$ cat src/sv/esd_pkg.sv
// Shared constants and types for the escape sequence decoder.
package esd_pkg;

	// Output capacity of one string, counting the end-of-string slot.
	localparam int OUT_CAP = 256;
	localparam int CNT_W   = $clog2(OUT_CAP);
	localparam logic [CNT_W-1:0] CAP_LIM = CNT_W'(OUT_CAP - 1);

	// Result queue between the front and back parts.
	localparam int QDEPTH = 4;
	localparam int QA_W   = $clog2(QDEPTH);

	typedef enum logic [1:0] {
		ST_BYTE     = 2'd0,
		ST_END      = 2'd1,
		ST_OVERFLOW = 2'd2
	} status_t;

	typedef struct packed {
		logic [7:0] out_byte;
		status_t    status;
	} res_t;

	// One queue entry holds every result of one input item.
	typedef struct packed {
		res_t r0;
		res_t r1;
		logic two;
	} q_entry_t;

	typedef struct packed {
		logic     push;
		q_entry_t data;
	} q_push_t;

endpackage

$ cat src/sv/esd_if.sv
// Handshake channels for source items and decoded results.
interface esd_in_if;
	logic       valid;
	logic       ready;
	logic [7:0] src_byte;
	logic       end_of_string;

	modport source (output valid, output src_byte, output end_of_string, input ready);
	modport sink (input valid, input src_byte, input end_of_string, output ready);
endinterface

interface esd_out_if;
	logic       valid;
	logic       ready;
	logic [7:0] out_byte;
	logic [1:0] status;
	logic       last_of_run;

	modport source (output valid, output out_byte, output status, output last_of_run,
		input ready);
	modport sink (input valid, input out_byte, input status, input last_of_run,
		output ready);
endinterface

$ cat src/sv/esd_front.sv
// Front part: accepts source items, runs the escape decoder, queues results.
module esd_front
	import esd_pkg::*;
(
	input  logic          clk,
	input  logic          arst_n,
	esd_in_if.sink        src,
	input  logic          q_full,
	output q_push_t       q_push
);

	typedef enum logic [1:0] {
		M_NORMAL = 2'd0,
		M_ESCAPE = 2'd1,
		M_OCTAL  = 2'd2,
		M_HEX    = 2'd3
	} mode_t;

	localparam logic [7:0] CH_BSL  = 8'h5C;
	localparam logic [7:0] CH_X    = 8'h78;
	localparam logic [7:0] CH_ZERO = 8'h30;

	mode_t            mode_q, mode_d;
	logic [1:0]       dc_q, dc_d;
	logic [7:0]       esc_q, esc_d;
	logic [CNT_W-1:0] cnt_q, cnt_d, cnt_t;
	logic             ovf_q, ovf_d;

	logic       accept;
	logic [7:0] c;
	logic       is_oct;
	logic [4:0] hex;
	logic       do_tok;
	logic       flush_v, tok_v;
	logic [7:0] flush_b;
	res_t       tok;
	logic [7:0] run_byte;
	logic [7:0] oct_nv, hex_nv;

	function automatic logic [4:0] hex_digit(input logic [7:0] ch);
		logic [4:0] r;
		r = 5'd0;
		if (ch inside {[8'h30:8'h39]})
			r = {1'b1, ch[3:0]};
		else if (ch inside {[8'h61:8'h66], [8'h41:8'h46]})
			r = {1'b1, ch[3:0] + 4'd9};
		return r;
	endfunction

	function automatic logic [7:0] simple_escape(input logic [7:0] ch);
		logic [7:0] r;
		case (ch)
			8'h61:   r = 8'h07;
			8'h62:   r = 8'h08;
			8'h66:   r = 8'h0C;
			8'h6E:   r = 8'h0A;
			8'h72:   r = 8'h0D;
			8'h74:   r = 8'h09;
			8'h76:   r = 8'h0B;
			default: r = ch;
		endcase
		return r;
	endfunction

	assign src.ready = !q_full;
	assign accept    = src.valid && src.ready;
	assign c         = src.src_byte;
	assign is_oct    = c inside {[8'h30:8'h37]};
	assign hex       = hex_digit(c);
	assign oct_nv    = {esc_q[4:0], c[2:0]};
	assign hex_nv    = {esc_q[3:0], hex[3:0]};
	assign run_byte  = (mode_q == M_HEX && dc_q == 2'd0) ? CH_X : esc_q;

	always_comb begin
		mode_d  = mode_q;
		dc_d    = dc_q;
		esc_d   = esc_q;
		cnt_d   = cnt_q;
		ovf_d   = ovf_q;
		flush_v = 1'b0;
		flush_b = run_byte;
		tok_v   = 1'b0;
		tok     = '{out_byte: 8'd0, status: ST_BYTE};
		do_tok  = 1'b0;
		cnt_t   = cnt_q;

		if (src.end_of_string) begin
			flush_v = !ovf_q && (mode_q == M_OCTAL || mode_q == M_HEX);
			tok_v   = 1'b1;
			tok     = '{out_byte: 8'd0, status: ST_END};
			mode_d  = M_NORMAL;
			dc_d    = 2'd0;
			esc_d   = 8'd0;
			cnt_d   = '0;
			ovf_d   = 1'b0;
		end else if (!ovf_q) begin
			case (mode_q)
				M_ESCAPE: begin
					if (is_oct) begin
						mode_d = M_OCTAL;
						esc_d  = c - CH_ZERO;
						dc_d   = 2'd1;
					end else if (c == CH_X) begin
						mode_d = M_HEX;
						esc_d  = 8'd0;
						dc_d   = 2'd0;
					end else begin
						tok_v  = 1'b1;
						tok    = '{out_byte: simple_escape(c), status: ST_BYTE};
						cnt_d  = cnt_q + 1'b1;
						mode_d = M_NORMAL;
						esc_d  = 8'd0;
						dc_d   = 2'd0;
					end
				end
				M_OCTAL: begin
					if (is_oct) begin
						if (dc_q == 2'd2) begin
							tok_v  = 1'b1;
							tok    = '{out_byte: oct_nv, status: ST_BYTE};
							cnt_d  = cnt_q + 1'b1;
							mode_d = M_NORMAL;
							esc_d  = 8'd0;
							dc_d   = 2'd0;
						end else begin
							esc_d = oct_nv;
							dc_d  = dc_q + 2'd1;
						end
					end else begin
						flush_v = 1'b1;
						do_tok  = 1'b1;
					end
				end
				M_HEX: begin
					if (hex[4]) begin
						if (dc_q == 2'd1) begin
							tok_v  = 1'b1;
							tok    = '{out_byte: hex_nv, status: ST_BYTE};
							cnt_d  = cnt_q + 1'b1;
							mode_d = M_NORMAL;
							esc_d  = 8'd0;
							dc_d   = 2'd0;
						end else begin
							esc_d = hex_nv;
							dc_d  = dc_q + 2'd1;
						end
					end else begin
						flush_v = 1'b1;
						do_tok  = 1'b1;
					end
				end
				default: do_tok = 1'b1;
			endcase

			// new token: capacity check counts a byte flushed just before it
			if (do_tok) begin
				cnt_t  = flush_v ? cnt_q + 1'b1 : cnt_q;
				mode_d = M_NORMAL;
				esc_d  = 8'd0;
				dc_d   = 2'd0;
				cnt_d  = cnt_t;
				if (cnt_t >= CAP_LIM) begin
					ovf_d = 1'b1;
					tok_v = 1'b1;
					tok   = '{out_byte: 8'd0, status: ST_OVERFLOW};
				end else if (c == CH_BSL) begin
					mode_d = M_ESCAPE;
				end else begin
					tok_v = 1'b1;
					tok   = '{out_byte: c, status: ST_BYTE};
					cnt_d = cnt_t + 1'b1;
				end
			end
		end
	end

	always_comb begin
		q_push.push     = accept && (flush_v || tok_v);
		q_push.data.r0  = flush_v ? '{out_byte: flush_b, status: ST_BYTE} : tok;
		q_push.data.r1  = tok;
		q_push.data.two = flush_v && tok_v;
	end

	always_ff @(posedge clk or negedge arst_n) begin
		if (!arst_n) begin
			mode_q <= M_NORMAL;
			dc_q   <= 2'd0;
			esc_q  <= 8'd0;
			cnt_q  <= '0;
			ovf_q  <= 1'b0;
		end else if (accept) begin
			mode_q <= mode_d;
			dc_q   <= dc_d;
			esc_q  <= esc_d;
			cnt_q  <= cnt_d;
			ovf_q  <= ovf_d;
		end
	end

endmodule

$ cat src/sv/esd_queue.sv
// Small queue of per-item result entries between front and back.
module esd_queue
	import esd_pkg::*;
(
	input  logic     clk,
	input  logic     arst_n,
	input  q_push_t  q_push,
	input  logic     pop,
	output logic     full,
	output logic     not_empty,
	output q_entry_t head
);

	q_entry_t        mem_q [QDEPTH];
	logic [QA_W-1:0] wr_q, rd_q;
	logic [QA_W:0]   cnt_q;
	logic            do_pop;

	assign full      = cnt_q == (QA_W+1)'(QDEPTH);
	assign not_empty = cnt_q != '0;
	assign head      = mem_q[rd_q];
	assign do_pop    = pop && not_empty;

	always_ff @(posedge clk) begin
		if (q_push.push)
			mem_q[wr_q] <= q_push.data;
	end

	always_ff @(posedge clk or negedge arst_n) begin
		if (!arst_n) begin
			wr_q  <= '0;
			rd_q  <= '0;
			cnt_q <= '0;
		end else begin
			if (q_push.push)
				wr_q <= wr_q + 1'b1;
			if (do_pop)
				rd_q <= rd_q + 1'b1;
			case ({q_push.push, do_pop})
				2'b10:   cnt_q <= cnt_q + 1'b1;
				2'b01:   cnt_q <= cnt_q - 1'b1;
				default: cnt_q <= cnt_q;
			endcase
		end
	end

endmodule

$ cat src/sv/esd_back.sv
// Back part: output register that plays out one or two results per entry.
module esd_back
	import esd_pkg::*;
(
	input  logic      clk,
	input  logic      arst_n,
	input  logic      q_valid,
	input  q_entry_t  q_head,
	output logic      pop,
	esd_out_if.source dst
);

	logic     busy_q;
	logic     phase_q;
	q_entry_t ent_q;
	logic     last_now;
	logic     done;
	res_t     cur;

	assign last_now        = phase_q || !ent_q.two;
	assign cur             = phase_q ? ent_q.r1 : ent_q.r0;
	assign done            = !busy_q || (dst.ready && last_now);
	assign pop             = done && q_valid;

	assign dst.valid       = busy_q;
	assign dst.out_byte    = cur.out_byte;
	assign dst.status      = cur.status;
	assign dst.last_of_run = last_now;

	always_ff @(posedge clk) begin
		if (pop)
			ent_q <= q_head;
	end

	always_ff @(posedge clk or negedge arst_n) begin
		if (!arst_n) begin
			busy_q  <= 1'b0;
			phase_q <= 1'b0;
		end else if (done) begin
			busy_q  <= q_valid;
			phase_q <= 1'b0;
		end else if (dst.ready) begin
			phase_q <= 1'b1;
		end
	end

endmodule

$ cat src/sv/escape_sequence_decoder.sv
// Top level of the streaming escape sequence decoder.
//
//  channel  dir  payload                              transfer when
//  src      in   src_byte[7:0], end_of_string         src.valid && src.ready
//  dst      out  out_byte[7:0], status[1:0],          dst.valid && dst.ready
//                last_of_run
//
// One source item is taken per cycle unless the queue is full. The front
// decoder updates its state in the cycle of the transfer and writes the results
// of that item as one entry into a four-entry queue. The back part plays out
// one result per cycle unless stalled, so an item with two results (digit run
// flush plus a new token, or flush plus end of string) holds the back for both;
// the queue absorbs this and src.ready drops only while the queue is full. The
// output register holds its result while dst.ready is low. Reset clears the
// decoder state, the queue and the output register; no clearing pass is needed.
module escape_sequence_decoder
	import esd_pkg::*;
(
	input  logic      clk,
	input  logic      arst_n,
	esd_in_if.sink    src,
	esd_out_if.source dst
);

	q_push_t  q_push;
	q_entry_t q_head;
	logic     q_full;
	logic     q_valid;
	logic     q_pop;

	// decoder state machine and result classification
	esd_front u_front (
		.clk    (clk),
		.arst_n (arst_n),
		.src    (src),
		.q_full (q_full),
		.q_push (q_push)
	);

	// decouples the decoder from output stalls
	esd_queue u_queue (
		.clk       (clk),
		.arst_n    (arst_n),
		.q_push    (q_push),
		.pop       (q_pop),
		.full      (q_full),
		.not_empty (q_valid),
		.head      (q_head)
	);

	// result sequencing and output register
	esd_back u_back (
		.clk     (clk),
		.arst_n  (arst_n),
		.q_valid (q_valid),
		.q_head  (q_head),
		.pop     (q_pop),
		.dst     (dst)
	);

endmodule

$ cat src/flat_wrapper.sv
// flat-port wrapper written by rule: the top's interface ports become plain ports
module escape_sequence_decoder_flat import esd_pkg::*;
  (clk, arst_n, src_valid, src_src_byte, src_end_of_string, src_ready, dst_valid, dst_out_byte, dst_status, dst_last_of_run, dst_ready);
  esd_in_if src_i ();
  esd_out_if dst_i ();
  input  logic clk;
  input  logic arst_n;
  input wire logic [$bits(src_i.valid)-1:0] src_valid;
  input wire logic [$bits(src_i.src_byte)-1:0] src_src_byte;
  input wire logic [$bits(src_i.end_of_string)-1:0] src_end_of_string;
  output wire logic [$bits(src_i.ready)-1:0] src_ready;
  output wire logic [$bits(dst_i.valid)-1:0] dst_valid;
  output wire logic [$bits(dst_i.out_byte)-1:0] dst_out_byte;
  output wire logic [$bits(dst_i.status)-1:0] dst_status;
  output wire logic [$bits(dst_i.last_of_run)-1:0] dst_last_of_run;
  input wire logic [$bits(dst_i.ready)-1:0] dst_ready;
  assign src_i.valid = src_valid;
  assign src_i.src_byte = src_src_byte;
  assign src_i.end_of_string = src_end_of_string;
  assign src_ready = src_i.ready;
  assign dst_valid = dst_i.valid;
  assign dst_out_byte = dst_i.out_byte;
  assign dst_status = dst_i.status;
  assign dst_last_of_run = dst_i.last_of_run;
  assign dst_i.ready = dst_ready;
  escape_sequence_decoder u_core (.clk(clk), .arst_n(arst_n), .src(src_i), .dst(dst_i));
endmodule
$ cat config.mk
export PLATFORM = sky130hd
export DESIGN_NAME = escape_sequence_decoder_flat
export DESIGN_NICKNAME = d
export VERILOG_FILES = /design/src/sv/esd_pkg.sv /design/src/sv/esd_if.sv /design/src/sv/esd_front.sv /design/src/sv/esd_queue.sv /design/src/sv/esd_back.sv /design/src/sv/escape_sequence_decoder.sv /design/src/flat_wrapper.sv
export SDC_FILE = /design/constraint.sdc
export NUM_CORES = 1
export LEC_CHECK = 0
export CAP_MARGIN = 20
export CORE_MARGIN = 2
export CORE_UTILIZATION = 45
export CTS_CLUSTER_SIZE = 24
export DETAILED_ROUTE_END_ITERATION = 10
export DONT_BUFFER_PORTS = 1
export PLACE_DENSITY = 0.64
export SYNTH_ARGS = -nofsm -noshare
export SYNTH_HDL_FRONTEND = slang
export SYNTH_HIERARCHICAL = 1
export SYNTH_SLANG_ARGS = --single-unit
$ cat constraint.sdc
create_clock -name clk -period 11.7 [get_ports clk]
set_input_delay 1.755 -clock clk [delete_from_list [all_inputs] [get_ports clk]]
set_output_delay 1.755 -clock clk [all_outputs]
set_load 0.05 [all_outputs]
# [Word-level counts from Yosys, hierarchy flattened]
# Memory sizes are Yosys's and may differ from the RTL's. A register that Yosys moved wholly into a read port is not among the register bits.
# Index checks and enable logic that the tools add are counted.
[classes] add_sub_neg=9 n_lt_le_gt_ge=8 n_eq_ne=24 mux=92 n_reduce_logical=29
[ops] op="$mux W8" n=21
[ops] op="$mux W10" n=13
[ops] op="$eq A8 B7 Y1 const B" n=9
[ops] op="$pmux W8 S7" n=1
[ops] op="$pmux W8 S3" n=2
[ops] op="$mux W2" n=16
[ops] op="$mux W1" n=30
[ops] op="$pmux W10 S3" n=1
[ops] op="$add A8 B1 Y8 const B" n=2
[ops] op="$ge A8 B7 Y1 const B" n=2
[ops] op="$le A8 B6 Y1 const B" n=2
[ops] op="$le A8 B7 Y1 const B" n=2
[ops] op="$logic_and A1 B1 Y1" n=12
[ops] op="$pmux W2 S3" n=2
[ops] op="$mux W5" n=2
[ops] op="$reduce_and A9 Y1" n=1
[ops] op="$eq A2 B2 Y1 const B" n=4
[ops] op="$ge A8 B6 Y1 const B" n=1
[ops] op="$ge A8 B8 Y1 const B" n=1
[ops] op="$ne A4 B2 Y1 const B" n=2
[ops] op="$ne A4 B3 Y1 const B" n=2
[ops] op="$ne A4 B4 Y1 const B" n=2
[ops] op="$sub A8 B6 Y8 const B" n=1
[ops] op="$reduce_and A7 Y1" n=1
[ops] op="other kinds (17)" n=30
[word_totals] regBits=30 ram_bits=84 input_bits=13 word_cells=173 memories=1
[memory_table] name="u_core.u_queue.mem_q" depth=4 word_bits=21 rd=1 rd_ports_with_merged_regs=1 write_ports=1 line_no="esd_queue.sv:14" rtl="q_entry_t mem_q [QDEPTH];"

# [Longest topological paths before layout]
# Gate-level depths: netlist (run 1).
[logic_depth] word_depth=19 ltp_mapped=23

# [By module]
# The synthesis (run 1) kept the hierarchy.
[by_module_without_submodules] module="esd_queue" instances=1 cells_per_inst=147 area_each_um2=3473.3 seq_area_each_um2=2697.6
[by_module_without_submodules] module="esd_front" instances=1 cells_per_inst=394 area_each_um2=2927.8 seq_area_each_um2=525.5
[by_module_without_submodules] module="esd_back" instances=1 cells_per_inst=43 area_each_um2=897.1 seq_area_each_um2=680.7

# [Worst setup path after synthesis (run 1)]
# Ideal clock, no wire load.
[synth_timing] path_kind="input to register" startpoint="in src_src_byte[4]" endpoint="mem u_core/u_queue/mem_q[1][0] (netlist name), enable pin" setup_ns=0.379 arrival_time_ns=5.564 required_ns=11.321 setup_slack_ns=5.756 path_stages=16 n_path_buf=1 cell_sequence="inv_1 -> ha_1 -> nand2_1 -> or3_1 -> a22o_1 -> a41oi_4 -> buf_2 -> xnor2_1 -> ha_1 -> nand2_1 -> a311o_1 -> o221ai_2 -> o221a_1 -> a21oi_1 -> a31oi_1 -> and2_1"
[synth_lines] item="start, declared" line_no="flat_wrapper.sv:9" rtl="input wire logic [$bits(src_i.src_byte)-1:0] src_src_byte;"
[synth_lines] item="end, declared" line_no="esd_queue.sv:14"

==> results.toml, run 1 <==
[hold_path]
hold_class = "register to register"
worstHoldPathCells = 1

[die]
die_w_um = 131.4
ios = 26
die_h_um = 131.4
dieArea_um2 = 17250
core_area_um2 = 15890
start_util = 0.4594
rows = 46

[pwr]
p_sw_mw = 0.5647
comb_power_share = 0.278
intPower_mw = 1.185
leakage_nw = 2.869
pwr-share-clk = 0.298
p_per_area_nw_per_um2 = 217.6
switching_share = 0.3228
p_seq_frac = 0.424
ir_drop_mv = 0.1341

[global_route]
grt_max_degree = 31
overflow = 0
antenna_found_initial = 0
grt_pass1_vias = 4824
grt_pass1_wl_um = 25790
track_usage = 0.1902

[routing]
drc = 0
avgRoutedWirePerCell_um = 19.64
vias = 4798
viasPerCell = 5.953
antenna_violating_nets_post_route = 0
drt_wl_total_um = 15830
drt_iter0_drc = 410
dr.pass1.iters = 5

[synthesis]
ys_seq_area_frac = 0.5349
synthAdderAreaFrac = 0.03017
yosys-top-cells-area = "edfxtp_1 (43%), dfrtp_1 (10%), mux4_2 (5.6%), ha_1 (2.7%), o21ai_0 (2.3%)"
synth.mux.area_fraction = 0.09926
synth-compound-area-share = 0.1661
synth_ff_type = "edfxtp_1"
syn_area_per_cell_um2 = 12.50
synthSimpleGateAreaFrac = 0.1173
synthCells = 584
synthXorXnorAreaFrac = 0.01200
synth_top_family_by_area = "compound AO/OA/AOI/OAI gates"
synth_seq_cells = 135
synth_top_area_frac = 0.4320
synth_edf_count = 105
synth_cell_types = 87
synth_top_area_cell = "edfxtp_1"
yosysWarnings = 6
async_flop_share = 0.2222
synth_nets = 614
synth_area_um2 = 7298

[sta]
finalSetupTns_ns = 0
fin_crit_sh = 0.5413
slew_headroom = 0.2809
finalHoldViolCount = 0
skew_ns = 0.008957
fmax_mhz = 157.9
slew_violations = 0
worst_slew_pin_slew_ns = 1.079
min_period_ns = 6.333
grt_setup_unrepaired = "no"
finalSetupViolCount = 0

[cts]
clock_path_buffers = 2
cts_tree = "built"
root_buffer = "clkbuf_16"
cts_sinks = 135
cts_setup_buffers = 0
clk_pin_slew_ns = 0.05
cts_buffers = 17
clock_latency_ns = 0.42
cts_resized = 0
hold_buffers = 0
cts_max_level = 4

[critical_path]
endpoint_kind = "register"
start_kind = "input pin"
path_class = "input pin to register"
crit_path_top_delay_cell = "and2_1"
required_ns = 11.73
arrival_ns = 6.36
path_cells = "inv_1 -> ha_1 -> nand2_1 -> or3_1 -> a22o_1 -> a41oi_4 -> xnor2_1 -> ha_1 -> nand2_1 -> a311o_1 -> o221ai_2 -> o221a_1 -> a21oi_1 -> a31oi_1 -> and2_1"
critPathMaxFanout = 21
rr_worst_depth = 13
critPathMaxStageDelay_ns = 0.94

[layout]
filler_cell_count = 1413
drive_gt1_frac = 0.1678
syn_to_final_growth_pct = 10.15
postLayoutCellArea_um2 = 8039
fin_nets = 607
diodes = 0

[placed_design]
dpl_cell_area_um2 = 7397
portBuffers = 0
place_congestion = 0.9212
hpwlAfterDp_um = 10870

[status]
status = "completed"

[job]
timing.max_cap.violations = 0
## kinds of logic after synthesis
group           Yosys count
compound gates          162
xor+xnor                 10
fa+ha+maj                17
buf+inv                  55
flops                   135
mux                      40
simple gates            165
## per-layer routing
metal,track usage,vias to the layer above,share of wire
met5,0,-,0
met2,0.2974,133,0.48
met3,0.04437,15,0.052
met4,0.06280,0,0.011
met1,0.2635,2390,0.46
li1,-,2260,-
## final cells by class
type	count	area, um2	area share
tap	216	270.3	0.03362
sequential	135	3904	0.4856
clock buffer	18	439.2	0.05463
inverter	23	86.33	0.01074
clock inverter	14	147.6	0.01837
multi-input combinational	394	3107	0.3865
timing repair buffer	6	85.08	0.01058
## registers in the layout (all words and copies together), names as in the netlist
| signal | count |
|---|---|
| u_core/u_back/dst.valid | 1 |
| u_core/u_back/ent_q | 21 |
| u_core/u_back/phase_q | 1 |
| u_core/u_front/cnt_q | 8 |
| u_core/u_front/dc_q | 2 |
| u_core/u_front/esc_q | 8 |
| u_core/u_front/mode_q | 2 |
| u_core/u_front/ovf_q | 1 |
| u_core/u_queue/cnt_q | 3 |
| u_core/u_queue/mem_q | 84 |
| u_core/u_queue/rd_q | 2 |
| u_core/u_queue/wr_q | 2 |
## layout by cell type, fill, tap and decap left out, drive strengths merged, types with 4 or more instances in the layout
master  count
ha         16
o21a        8
nand2b      6
mux2       13
nor2b       4
buf         6
mux2i       6
dfrtp      30
xnor2       5
nand3      13
o21ai      38
mux4       21
a211oi      6
a22oi       4
a31oi      12
edfxtp    105
nor3       19
inv        26
nor2       40
or3         8
and3        8
and2       10
a22o        8
xor2        5
nand2      42
a21oi      33
clkinv      7
clkbuf     18
## synth_stat cells (all sizes together), types with 5 or more instances
cell type	instances
a211oi	6
a21oi	33
a22o	8
a31oi	12
and2	10
and3	8
buf	15
clkbuf	17
dfrtp	30
edfxtp	105
ha	16
inv	23
mux2	13
mux2i	6
mux4	21
nand2	42
nand2b	6
nand3	13
nor2	40
nor3	19
o21a	8
o21ai	38
or3	8
xnor2	5
xor2	5
## critical path: cells and delay by family
kind / cells / cell delay (ns)
xor+xnor: 1 / 0.20
simple gates: 4 / 1.46
buf+inv: 1 / 0.08
compound gates: 7 / 2.37
fa+ha+maj: 2 / 0.45
## path summary, 6_finish.rpt
| kind | startpoint | to | slack [ns] |
|---|---|---|---|
| max | src_src_byte[4] | u_core/u_queue/mem_q[1][19] | 5.37 |
| min | u_core/u_front/esc_q[7] | u_core/u_front/esc_q[7] | 0.51 |
| max reg2reg | u_core/u_front/mode_q[1] | u_core/u_queue/mem_q[1][19] | 6.45 |
| min reg2reg | u_core/u_front/esc_q[7] | u_core/u_front/esc_q[7] | 0.51 |
| max in group asynchronous | arst_n | u_core/u_queue/rd_q[0] | 10.56 |
| min in group asynchronous | arst_n | u_core/u_back/phase_q | 1.03 |
## through the flow
| step | setup WS, ns | power, mW | util | hold WS (ns) | cells |
|---|---|---|---|---|---|
| floorplan | 5.756 | 1.153 | - | 0.4712 | 584 |
| global placement | 5.140 | 1.213 | 0.4657 | 0.4916 | 772 |
| detailed placement | 4.926 | 1.231 | 0.4657 | 0.4970 | 772 |
| CTS | 5.355 | 1.755 | 0.5026 | 0.5078 | 804 |
| global route | 4.934 | 1.834 | 0.5061 | 0.5231 | 806 |
| finish | 5.367 | 1.749 | 0.5061 | 0.5065 | 806 |
## power by group through the flow
| stage | Clock [mW] | Combinational, mW | Sequential [mW] |
|---|---|---|---|
| floorplan | 0 | 0.442 | 0.711 |
| global placement | 0 | 0.467 | 0.746 |
| detailed placement | 0 | 0.477 | 0.754 |
| CTS | 0.532 | 0.479 | 0.745 |
| global route | 0.555 | 0.524 | 0.755 |
| finish | 0.521 | 0.487 | 0.741 |
Note: power is estimated with default switching activity, not from simulation.
==> run 2, diff against run 1 <==
==> constraint.sdc (replaced) <==
create_clock -name clk -period 6.1 [get_ports clk]
set_input_delay 0.915 -clock clk [delete_from_list [all_inputs] [get_ports clk]]
set_output_delay 0.915 -clock clk [all_outputs]
set_load 0.05 [all_outputs]
==> run 2 against run 1 <==
Net effect:
- setup slack got worse by 4.6 ns
- count of clock-buffer cells in the layout rose by 4
- clock power up 91%
- final area decreased by 0.25%
- combinational power up 88%
- critical path type unchanged
- critical endpoint is now u_core/u_queue/cnt_q[2]
- highest routed layer unchanged
==> results.toml, run 2 (synthesis gave the netlist of run 1 again) <==
[critical_path]
worst-path-buf-inv = 3
arrival_ns = 5.60
cp_top_family = "compound AO/OA/AOI/OAI gates"
rr_worst_depth = 19
path_class = "input pin to register"
worst-path-stages = 21
critPathMaxStageDelay_ns = 0.62
critPathMaxFanout = 18
required_ns = 6.39
ff2ff_setup_slack_ns = 1.39
crit_path_top_delay_cell = "a41oi_4"
path_cells = "inv_1 -> ha_1 -> nand2_1 -> or3_1 -> a22o_1 -> a41oi_4 -> xnor2_1 -> ha_1 -> nand2_1 -> a311o_1 -> o221ai_2 -> o221a_1 -> a21oi_1 -> a31oi_1 -> inv_1 -> ha_1 -> inv_1 -> fa_1 -> xor2_1 -> nor2_1 -> xor2_1"
endpoint_kind = "register"
start_kind = "input pin"

[layout]
seqCellArea_um2 = 3904
filler_cell_count = 1424
final_cell_mix = "edfxtp_1 (105), nand2_1 (42), nor2_1 (36), o21ai_0 (34)"
reg_top3 = "u_core/u_queue/mem_q (84), u_core/u_back/ent_q (21)"
postLayoutCellArea_um2 = 8019
multiInputGateArea_um2 = 3107
syn_to_final_growth_pct = 9.875
largest_register_ffs = 84
fin_nets = 611
mostFrequentLayoutCell = "edfxtp_1"
layout.cells.non_filler = 810
drive_gt1_frac = 0.1650
diodes = 0
regMostFlops = "u_core/u_queue/mem_q"

[die]
die_h_um = 131.4
ios = 26
start_util = 0.4594
dieArea_um2 = 17250
die_w_um = 131.4
core_area_um2 = 15890
rows = 46

[cts]
clock_path_buffers = 2
cts_setup_buffers = 0
cts_resized = 0
hold_buffers = 0
cts_sinks = 135
cts_max_level = 4
cts_tree = "built"
clock_latency_ns = 0.41
root_buffer = "clkbuf_16"
clk_pin_slew_ns = 0.05
cts_buffers = 17

[pwr]
p_per_area_nw_per_um2 = 415.1
leakage_nw = 2.865
ir_drop_mv = 0.1960
p_total_mw = 3.329

[routing]
avgRoutedWirePerCell_um = 19.73
drt_wl_total_um = 15980
viasPerCell = 5.930
antenna_violating_nets_post_route = 0
drt_iter0_drc = 291
drc = 0
vias = 4803
dr.pass1.iters = 6

[global_route]
antenna_found_initial = 0
grt_pass1_vias = 4798
track_usage = 0.1929
overflow = 0
grt_pass1_wl_um = 26140
grt_max_degree = 31

[placed_design]
portBuffers = 0
post-place-ws_ns = 0.4332
hpwlAfterDp_um = 10780
dpl_cell_area_um2 = 7442
place_congestion = 0.9151
dp.cells = 778

[sta]
min_period_ns = 5.305
skew_ns = 0.009688
worst_slew_pin_slew_ns = 1.024
finalSetupTns_ns = 0
fin_crit_sh = 0.8697
grt_setup_unrepaired = "no"
finalSetupViolCount = 0
slew_headroom = 0.3174
final.setup.worst_slack_ns = 0.7948
fmax_mhz = 188.5
finalHoldViolCount = 0
slew_violations = 0

[status]
status = "completed"

[hold_path]
hold_class = "input pin to async pin"

[job]
timing.max_cap.violations = 0
==> run 2: cell type report <==
cell class / count / share of cell area
Sequential cell: 135 / 0.4868
Multi-Input combinational cell: 394 / 0.3874
Clock buffer: 22 / 0.05539
Tap cell: 216 / 0.03370
Clock inverter: 10 / 0.01654
Inverter: 23 / 0.01077
Timing Repair Buffer: 10 / 0.009362
==> run 2: path summary, 6_finish.rpt <==
check	to	start
max	u_core/u_queue/cnt_q[2]	src_src_byte[0]
min	u_core/u_back/phase_q	arst_n
max reg2reg	u_core/u_queue/cnt_q[2]	u_core/u_front/mode_q[0]
min reg2reg	u_core/u_front/esc_q[6]	u_core/u_front/esc_q[6]
max in group asynchronous	u_core/u_front/dc_q[1]	arst_n
min in group clk	u_core/u_front/esc_q[6]	u_core/u_front/esc_q[6]
==> run 2: routing by layer <==
metal,GRT usage,part of all wire,wire [um]
met1,0.2596,0.45,7161
met2,0.3091,0.49,7773
met3,0.04514,0.055,884
met4,0.06582,0.010,163
met5,0,0,0
==> run 2: worst register-to-register path, delay by kind of cell (launching register included) <==
family / cells / cell delay (ns)
buffers and inverters: 3 / 0.43
flip-flops: 1 / 0.32
adder cells (fa/ha/maj): 3 / 0.61
AND/OR/NAND/NOR: 5 / 0.81
XOR/XNOR: 2 / 0.28
AO/OA/AOI/OAI: 6 / 2.13
==> run 2: power breakdown <==
group / switching [mW] / internal, mW
Clock: 0.355 / 0.639
Combinational: 0.543 / 0.372
Sequential: 0.144 / 1.28
==> run 2: metrics by stage <==
| stage | utilization | hold WS (ns) |
|---|---|---|
| floorplan | - | 0.4712 |
| global placement | 0.4685 | 0.4914 |
| detailed placement | 0.4685 | 0.4970 |
| CTS | 0.5048 | 0.1772 |
| global route | 0.5048 | 0.1738 |
| finish | 0.5048 | 0.1989 |
